## src/sv/sorted_key_list_macros.svh

```systemverilog
// Assertion macros for the sorted key list RTL.
// Needs a clock named i_clk and an active-low reset named i_rst_n in scope.
`ifndef SORTED_KEY_LIST_MACROS_SVH
`define SORTED_KEY_LIST_MACROS_SVH

// Checked on every clock edge outside reset
`define SKL_ASSERT(label, prop, msg) \
    label: assert property (@(posedge i_clk) disable iff (!i_rst_n) prop) \
        else $error(msg);

// Checked on every clock edge, reset included
`define SKL_ASSERT_RST(label, prop, msg) \
    label: assert property (@(posedge i_clk) prop) else $error(msg);

`endif

```

## src/sv/skl_pkg.sv

```systemverilog
// Package for the sorted key list: beat types, opcode and status codes.
// No dependencies; imported by skl_cell, sorted_key_list and the testbench.
`timescale 1ns / 1ps

package skl_pkg;

    localparam int SKL_CAPACITY = 16;
    localparam int KEY_W        = 32;

    // opcodes
    localparam logic [1:0] OP_INSERT = 2'd0;
    localparam logic [1:0] OP_GET    = 2'd1;
    localparam logic [1:0] OP_REMOVE = 2'd2;

    // status codes
    localparam logic [1:0] ST_OK    = 2'd0;
    localparam logic [1:0] ST_FULL  = 2'd1;
    localparam logic [1:0] ST_RANGE = 2'd2;

    // request beat
    typedef struct packed {
        logic [1:0]       op;
        logic [KEY_W-1:0] key;
        logic [3:0]       index;
    } t_skl_in;

    // response beat
    typedef struct packed {
        logic [3:0]       position;
        logic [KEY_W-1:0] read_key;
        logic [4:0]       entries;
        logic [1:0]       status;
    } t_skl_out;

    // control broadcast to every cell
    typedef struct packed {
        logic             ins;
        logic             rem;
        logic             desc;
        logic [KEY_W-1:0] key;
        logic [3:0]       idx;
    } t_skl_bcast;

endpackage

```

## src/sv/skl_prefix.sv

```systemverilog
// Parallel prefix AND over the per-cell "precedes" flags of the sorted key list.
// Log-depth network; no package dependency.
`timescale 1ns / 1ps

module skl_prefix #(
    parameter int N = 16
) (
    input  logic [N-1:0] i_prec,
    output logic [N-1:0] o_all
);

    localparam int LV = $clog2(N);

    logic [LV:0][N-1:0] w_lvl;

    assign w_lvl[0] = i_prec;

    // each level folds in the flag 2^l places lower
    for (genvar l = 0; l < LV; l++) begin : g_lvl
        for (genvar i = 0; i < N; i++) begin : g_bit
            if (i >= (1 << l)) begin : g_and
                assign w_lvl[l+1][i] = w_lvl[l][i] & w_lvl[l][i-(1<<l)];
            end else begin : g_pass
                assign w_lvl[l+1][i] = w_lvl[l][i];
            end
        end
    end

    assign o_all = w_lvl[LV];

endmodule

```

## src/sv/skl_cell.sv

```systemverilog
// One storage cell of the sorted key list: holds a key, compares it with
// the broadcast key and shifts with its neighbors. Uses skl_pkg.
`timescale 1ns / 1ps

module skl_cell #(
    parameter int CELL_IDX = 0,
    parameter int CNT_W    = 5
) (
    input  logic                        i_clk,
    input  skl_pkg::t_skl_bcast         i_bc,
    input  logic [CNT_W-1:0]            i_count,
    input  logic [skl_pkg::KEY_W-1:0]   i_left_key,
    input  logic [skl_pkg::KEY_W-1:0]   i_right_key,
    input  logic                        i_pre_prev,
    input  logic                        i_pre_self,
    output logic [skl_pkg::KEY_W-1:0]   o_key,
    output logic                        o_prec,
    output logic [3:0]                  o_pos
);

    import skl_pkg::*;

    logic [KEY_W-1:0] r_key;
    logic [KEY_W-1:0] n_key;
    logic             w_occ;
    logic             w_at_idx;
    logic             w_head;

    // occupancy and position relative to the remove index
    assign w_occ    = 32'(CELL_IDX) < 32'(i_count);
    assign w_at_idx = 32'(CELL_IDX) >= 32'(i_bc.idx);

    // stored key strictly precedes the new key in the current order
    assign o_prec = w_occ && (i_bc.desc ? (r_key > i_bc.key) : (r_key < i_bc.key));

    // first cell whose key does not precede: the insert point
    assign w_head = !i_pre_self && i_pre_prev;
    assign o_pos  = w_head ? 4'(CELL_IDX) : 4'd0;

    // insert: load key at the head, shift up above it; remove: shift down
    always_comb begin
        n_key = r_key;
        if (i_bc.ins && !i_pre_self) begin
            n_key = i_pre_prev ? i_bc.key : i_left_key;
        end else if (i_bc.rem && w_at_idx) begin
            n_key = i_right_key;
        end
    end

    always_ff @(posedge i_clk) begin
        r_key <= n_key;
    end

    assign o_key = r_key;

endmodule

```

## src/sv/sorted_key_list.sv

```systemverilog
// Sorted key list: up to CAPACITY 32-bit keys held in ascending or descending order.
// Input channel (i_in_valid / o_in_stall) carries beats of op, key and index:
// insert places the key ahead of the first stored key that does not precede it,
// get reads the key at index, remove deletes the entry at index and closes the gap.
// Output channel (o_out_valid / i_out_stall) returns one beat per request with the
// position, the key read, the entry count after the operation and a status.
// The result beat is registered at the edge that accepts the request.
// Throughput is one request per cycle; every cell compares and
// shifts in parallel, with a log-depth prefix network locating the insert point.
// A request is held off only while a result beat is waiting and stalled.
// i_cfg_we / i_cfg_data write the descending mode bit; change it only while empty.
// Synchronous reset empties the list, drops any pending result beat and selects
// ascending order. Key storage itself is not cleared.
// Depends on skl_pkg, skl_cell, skl_prefix and sorted_key_list_macros.svh.
`timescale 1ns / 1ps

module sorted_key_list #(
    parameter int CAPACITY = skl_pkg::SKL_CAPACITY
) (
    input  logic              i_clk,
    input  logic              i_rst_n,
    input  logic              i_cfg_we,
    input  logic              i_cfg_data,
    input  logic              i_in_valid,
    output logic              o_in_stall,
    input  skl_pkg::t_skl_in  i_in_beat,
    output logic              o_out_valid,
    input  logic              i_out_stall,
    output skl_pkg::t_skl_out o_out_beat
);

    import skl_pkg::*;

    `include "sorted_key_list_macros.svh"

    localparam int CNT_W = $clog2(CAPACITY + 1);
    localparam int IW    = $clog2(CAPACITY);

    logic [CNT_W-1:0]    r_count;
    logic [CNT_W-1:0]    n_count;
    logic                r_desc;
    logic                r_out_valid;
    t_skl_out            r_out;
    t_skl_out            n_out;

    logic                w_acc;
    logic                w_full;
    logic                w_range;
    logic                w_ins_en;
    logic                w_rem_en;
    t_skl_bcast          w_bc;
    logic [KEY_W-1:0]    w_key [CAPACITY];
    logic [3:0]          w_pos_part [CAPACITY];
    logic [CAPACITY-1:0] w_prec;
    logic [CAPACITY-1:0] w_all;
    logic [CAPACITY-1:0] w_prev;
    logic [CAPACITY-1:0] w_head;
    logic [3:0]          w_pos;
    logic [IW-1:0]       w_sel;

    // handshake
    assign o_in_stall = r_out_valid && i_out_stall;
    assign w_acc      = i_in_valid && !o_in_stall;

    // request checks
    assign w_full   = r_count == CNT_W'(CAPACITY);
    assign w_range  = 32'(i_in_beat.index) >= 32'(r_count);
    assign w_ins_en = w_acc && (i_in_beat.op == OP_INSERT) && !w_full;
    assign w_rem_en = w_acc && (i_in_beat.op == OP_REMOVE) && !w_range;
    assign w_sel    = IW'(i_in_beat.index);

    // broadcast to cells
    assign w_bc.ins  = w_ins_en;
    assign w_bc.rem  = w_rem_en;
    assign w_bc.desc = r_desc;
    assign w_bc.key  = i_in_beat.key;
    assign w_bc.idx  = i_in_beat.index;

    // prefix of "precedes" flags finds the insert point
    skl_prefix #(
        .N (CAPACITY)
    ) u_prefix (
        .i_prec (w_prec),
        .o_all  (w_all)
    );

    assign w_prev = {w_all[CAPACITY-2:0], 1'b1};
    assign w_head = w_prev & ~w_all;

    // cell row
    for (genvar i = 0; i < CAPACITY; i++) begin : g_cell
        skl_cell #(
            .CELL_IDX (i),
            .CNT_W    (CNT_W)
        ) u_cell (
            .i_clk       (i_clk),
            .i_bc        (w_bc),
            .i_count     (r_count),
            .i_left_key  (w_key[(i == 0) ? 0 : i-1]),
            .i_right_key (w_key[(i == CAPACITY-1) ? i : i+1]),
            .i_pre_prev  (w_prev[i]),
            .i_pre_self  (w_all[i]),
            .o_key       (w_key[i]),
            .o_prec      (w_prec[i]),
            .o_pos       (w_pos_part[i])
        );
    end

    // merge the one-hot position contributions
    always_comb begin
        w_pos = 4'd0;
        for (int i = 0; i < CAPACITY; i++) begin
            w_pos = w_pos | w_pos_part[i];
        end
    end

    // result beat and next count
    always_comb begin
        n_count           = r_count;
        n_out.position    = i_in_beat.index;
        n_out.read_key    = '0;
        n_out.status      = ST_OK;
        case (i_in_beat.op)
            OP_INSERT: begin
                if (w_full) begin
                    n_out.status = ST_FULL;
                end else begin
                    n_out.position = w_pos;
                    n_count        = r_count + 1'b1;
                end
            end
            OP_GET: begin
                if (w_range) begin
                    n_out.status = ST_RANGE;
                end else begin
                    n_out.read_key = w_key[w_sel];
                end
            end
            OP_REMOVE: begin
                if (w_range) begin
                    n_out.status = ST_RANGE;
                end else begin
                    n_count = r_count - 1'b1;
                end
            end
            default: begin
                n_count = r_count;
            end
        endcase
        n_out.entries = 5'(n_count);
    end

    // control state
    always_ff @(posedge i_clk) begin
        if (!i_rst_n) begin
            r_count     <= '0;
            r_desc      <= 1'b0;
            r_out_valid <= 1'b0;
        end else begin
            if (i_cfg_we) begin
                r_desc <= i_cfg_data;
            end
            if (w_acc) begin
                r_count     <= n_count;
                r_out_valid <= 1'b1;
            end else if (!i_out_stall) begin
                r_out_valid <= 1'b0;
            end
        end
    end

    // output payload
    always_ff @(posedge i_clk) begin
        if (w_acc) begin
            r_out <= n_out;
        end
    end

    assign o_out_valid = r_out_valid;
    assign o_out_beat  = r_out;

    // checks
    `SKL_ASSERT_RST(a_reset_empty, (!i_rst_n |=> (r_count == '0 && !o_out_valid)), "reset did not empty the list")
    `SKL_ASSERT(a_ins_grows, (w_ins_en |=> (r_count == $past(r_count) + 1'b1)), "insert did not grow the count")
    `SKL_ASSERT(a_rem_shrinks, (w_rem_en |=> (r_count == $past(r_count) - 1'b1)), "remove did not shrink the count")
    `SKL_ASSERT(a_full_refused, ((w_acc && i_in_beat.op == OP_INSERT && w_full) |=> (o_out_beat.status == ST_FULL && r_count == $past(r_count))), "insert into full list not refused")
    `SKL_ASSERT(a_one_head, ((r_count < CNT_W'(CAPACITY)) |-> $onehot(w_head)), "insert point not unique")

endmodule

```

## config.mk

```make
export PLATFORM = sky130hd
export DESIGN_NAME = sorted_key_list
export DESIGN_NICKNAME = d
export VERILOG_FILES = /design/src/sv/skl_pkg.sv /design/src/sv/skl_prefix.sv /design/src/sv/skl_cell.sv /design/src/sv/sorted_key_list.sv
export VERILOG_INCLUDE_DIRS = /design/src /design/src/sv
export SDC_FILE = /design/constraint.sdc
export NUM_CORES = 2
export LEC_CHECK = 0
export BUFFER_PORTS_ARGS = -buffer_cell sky130_fd_sc_hd__buf_2
export CAP_MARGIN = 40
export CORE_MARGIN = 2
export CORE_UTILIZATION = 40
export DETAILED_ROUTE_END_ITERATION = 10
export RECOVER_POWER = 25
export SYNTH_ARGS = -nofsm -noshare
export SYNTH_HDL_FRONTEND = slang
export SYNTH_HIERARCHICAL = 1
export SYNTH_SLANG_ARGS = --single-unit
```

## constraint.sdc

```tcl
create_clock -name i_clk -period 7.6 [get_ports i_clk]
set_input_delay 1.14 -clock i_clk [delete_from_list [all_inputs] [get_ports i_clk]]
set_output_delay 1.14 -clock i_clk [all_outputs]
set_load 0.01 [all_outputs]
```

==> impl_metrics.csv <==
group,metric,value,unit
sta,worstMarginPinSlew,3145,ps
hold_path,min_path_type,"flop to flop",
sta,fin_crit_sh,0.8679,
clocking,cts_sinks,562,
sta,finalSetupViolCount,0,
hold_path,hold-path-cell-count,2,
floorplan,dieHeight,345.6,µm
logic_synthesis,synth-async-reset-ratio,0,
placed_design,portBuffers,88,
global_routing,grt_max_degree,66,
sta,fmax,151.6,MHz
critical_path,crit_top_cell,"nand4_1",
critical_path,worstRegToRegCells,17,
logic_synthesis,netlist_instances,4729,
critical_path,cp_max_fo,34,
clocking,numCtsBuffers,70,
critical_path,cp.arrival,6940,ps
sta,maxSlewHeadroom,-1.097,
floorplan,io_pins,89,
routing,first_iter_violations,2894,
logic_synthesis,ys_seq_area_frac,0.3600,
placed_design,dp_hpwl,105.0,mm
floorplan,dieArea,119500,µm²
sta,hold_violations,0,
clocking,postCtsSetupBuffers,0,
critical_path,slowest_stage,"clkbuf_2",
clocking,clock_latency,640,ps
logic_synthesis,syn_avg_cell_area,9.872,µm²
placed_design,gp_congestion,0.8553,
clocking,cts-root-buf,"clkbuf_16",
finish,area_delta_synth_final,8.043,%
sta,drv_slew,208,
logic_synthesis,yosys_warnings,6,
routing,wl_per_cell,22.31,µm
critical_path,r2r_start,"g_cell[0].u_cell/o_key[18]$_DFFE_PP_",
logic_synthesis,synth.cell_area,46680,µm²
run_status,status,"complete, but fails checks",
routing,drt-total-wl,140.3,mm
clocking,cts_buffer_depth,3,
floorplan,initial_core_util,0.4023,
finish,nFillCells,11180,
sta,rsz0062_at_grt,"false",
hold_path,hold_start,"r_count[0]$_SDFFE_PN0P_",
clocking,clk_pin_slew_worst_paths,60,ps
logic_synthesis,ys_types,76,
hold_path,worstHoldEndpoint,"r_count[0]$_SDFFE_PN0P_",
global_routing,overflow,0,
clocking,cts-resized-gates,0,
pwr,leakage,21.16,nW
clocking,ctsHoldBuffers,0,
critical_path,ff2ff_setup_slack,1650,ps
critical_path,critPathMaxStageDelay,970,ps
global_routing,antenna_found_initial,6,
routing,avgViaCountPerCell,5.750,
critical_path,critPathRequiredTime,7940,ps
finish,final_nets,5275,
routing,first_pass_iters,6,
global_routing,grt_pass1_vias,35150,
clocking,htree_levels,3,
critical_path,path_class,"input pin to flop",
critical_path,end_kind,"flop",
pwr,powerDensity,171.1,nW/µm²
sta,fin_tns_setup,0,ps
floorplan,rows,125,
critical_path,regToRegEndpoint,"o_out_beat[39]$_DFFE_PP_",
flow_run,maxCapViolations,6,
logic_synthesis,synth_edf_count,555,
sta,whs,592.3,ps
sta,period_needed,6596,ps
finish,layout-drive-gt1-share,0.09139,
clocking,cts_tree,"built",
run_status,violations,"capacitance limit, slew limit",
floorplan,core,116000,µm²
routing,num_vias,36140,
routing,drc,0,
logic_synthesis,synth_top_flop_cell,"edfxtp_1",
critical_path,path_cells,"buf_2 > inv_1 > ha_1 > and3_1 > a221o_1 > a221oi_1 > o211ai_1 > a21oi_2 > mux2_1 > nand4_1 > clkinv_1 > nand4_1 > nor2_4 > clkbuf_2 > nor2b_1 > nor4_1 > nand4_1 > nor2_1 > a21oi_1",
global_routing,grt_pass1_wl,216.2,mm
global_routing,grtUsageTotal,0.2304,
floorplan,fp.dieW,345.6,µm
sta,skew,34.48,ps
critical_path,start_kind,"input pin",
logic_synthesis,synth_seq_cells,562,
pwr,ir_drop,0.1456,mV
routing,drt.antenna.violating_nets,0,
==> report_power, final <==
group          internal [W]  total (W)  switching [W]
Combinational      0.000618    0.00161       0.000989
Sequential          0.00362    0.00379       0.000169
Clock               0.00184    0.00324        0.00140
==> critical path: cells and delay by family <==
kind / cells / cell delay [ps]
and+or+nand+nor: 8 / 2200
buffers and inverters: 4 / 1680
AOI/OAI and AO/OA: 5 / 1350
adders and majority gates: 1 / 320
muxes: 1 / 180
==> worst max-delay path by stage <==
stage / start / end / slack, ps / cells past startpoint
after floorplan: i_in_beat[0] / g_cell[1].u_cell/o_key[0]$_DFFE_PP_ / 620 / 11
after detailed placement: i_in_beat[23] / g_cell[15].u_cell/o_key[29]$_DFFE_PP_ / 920 / 15
final: i_in_beat[22] / o_out_beat[39]$_DFFE_PP_ / 1000 / 19
after global placement: i_in_beat[23] / g_cell[15].u_cell/o_key[27]$_DFFE_PP_ / 1020 / 15
after global routing: i_in_beat[23] / g_cell[2].u_cell/o_key[12]$_DFFE_PP_ / 700 / 14
after CTS: i_in_beat[23] / g_cell[15].u_cell/o_key[15]$_DFFE_PP_ / 1560 / 15
==> cells in the final DEF, fill, tap and decap left out, types with 35 or more instances in the layout <==
cell	instances
nand2_1	660
o21ai_0	574
edfxtp_1	555
mux2i_1	552
inv_1	543
ha_1	522
a21oi_1	168
mux4_2	128
buf_4	87
nand3_1	73
clkbuf_16	72
nor2b_1	70
clkbuf_1	68
a211oi_1	65
nand4_1	56
nor2_1	55
a221o_1	49
buf_2	40
a21o_1	39
nor4_1	35
and4_1	35
==> through the flow <==
step	area, µm²	instances	worst slack (ps)	power [W]	utilization
global placement	48350	6154	1024	0.005394	0.4167
global route	50440	6285	704.7	0.009001	0.4346
detailed placement	48450	6160	916.0	0.005446	0.4175
floorplan	46750	4746	619.6	0.004871	-
CTS	50560	6283	1562	0.008694	0.4357
finish	50440	6286	1004	0.008631	0.4346
==> kinds of logic after synthesis <==
logic type | count (synthesis) | synth area share
xor gates and xnor gates | 2 | 0.0003753
other | 16 | 0.001287
adders and majority gates | 522 | 0.1399
AOI/OAI and AO/OA | 1025 | 0.1323
muxes | 690 | 0.1825
and+or+nand+nor | 1069 | 0.1060
DFF | 562 | 0.3600
buffers and inverters | 843 | 0.07759
==> flip-flops by register name, indices dropped and copies added (netlist names) <==
signal / cells
o_out_valid: 1
r_desc: 1
o_out_beat: 43
g_cell.u_cell/o_key: 512
r_count: 5
==> layer usage <==
| metal | vias to the layer above | routed length, µm | GRT usage |
|---|---|---|---|
| met3 | 213 | 7334 | 0.02593 |
| met5 | - | 33 | 0 |
| met1 | 17740 | 62550 | 0.3167 |
| met2 | 1058 | 65460 | 0.3774 |
| met4 | 6 | 4878 | 0.07727 |
| li1 | 17130 | - | - |
==> cell usage after synthesis, types with 4 or more instances <==
library cell  number  area (µm²)
a221o_1           49       490.5
mux2_1             9       101.4
nand2_1          659        2474
nand2b_1          24       150.1
a221oi_2          16       240.2
nor4_1            34       212.7
and2_1             5       31.28
o211ai_1          18       135.1
dfxtp_1            7       140.1
o311ai_0           4       35.03
o21ai_0          575        2878
a21oi_1          168       840.8
inv_1            544        2042
conb_1            16       60.06
a211oi_1          64       480.5
mux2i_1          552        5525
and3_1            17       106.4
and2_0            16       100.1
nand4_1           54       337.8
mux4_2           128        2883
a21o_1            39       292.8
a211o_1           19       166.4
a21o_2            15       131.4
and4_1            35       306.5
buf_6              5       56.30
a31oi_1            8       50.05
a21oi_2           16       140.1
nor2b_1           70       437.9
ha_1             522        6531
o221ai_1           5       43.79
edfxtp_1         555       16670
buf_4             73       548.0
nor3_1             4       20.02
nor2_1            60       225.2
buf_2             64       320.3
clkbuf_1         149       559.3
nand3_1           73       365.4
==> final cells by class <==
class | count | area (µm²) | share of cell area
antenna | 2 | 5.005 | 0.00009923
clock buffer | 91 | 1873 | 0.03714
clock inverter | 32 | 240.2 | 0.004763
inverter | 546 | 2049 | 0.04063
multi-input combinational | 3341 | 26350 | 0.5225
sequential | 562 | 16810 | 0.3332
tap | 1524 | 1907 | 0.03781
timing repair buffer | 188 | 1204 | 0.02386
No activity file was read; power rests on OpenSTA's default activity.
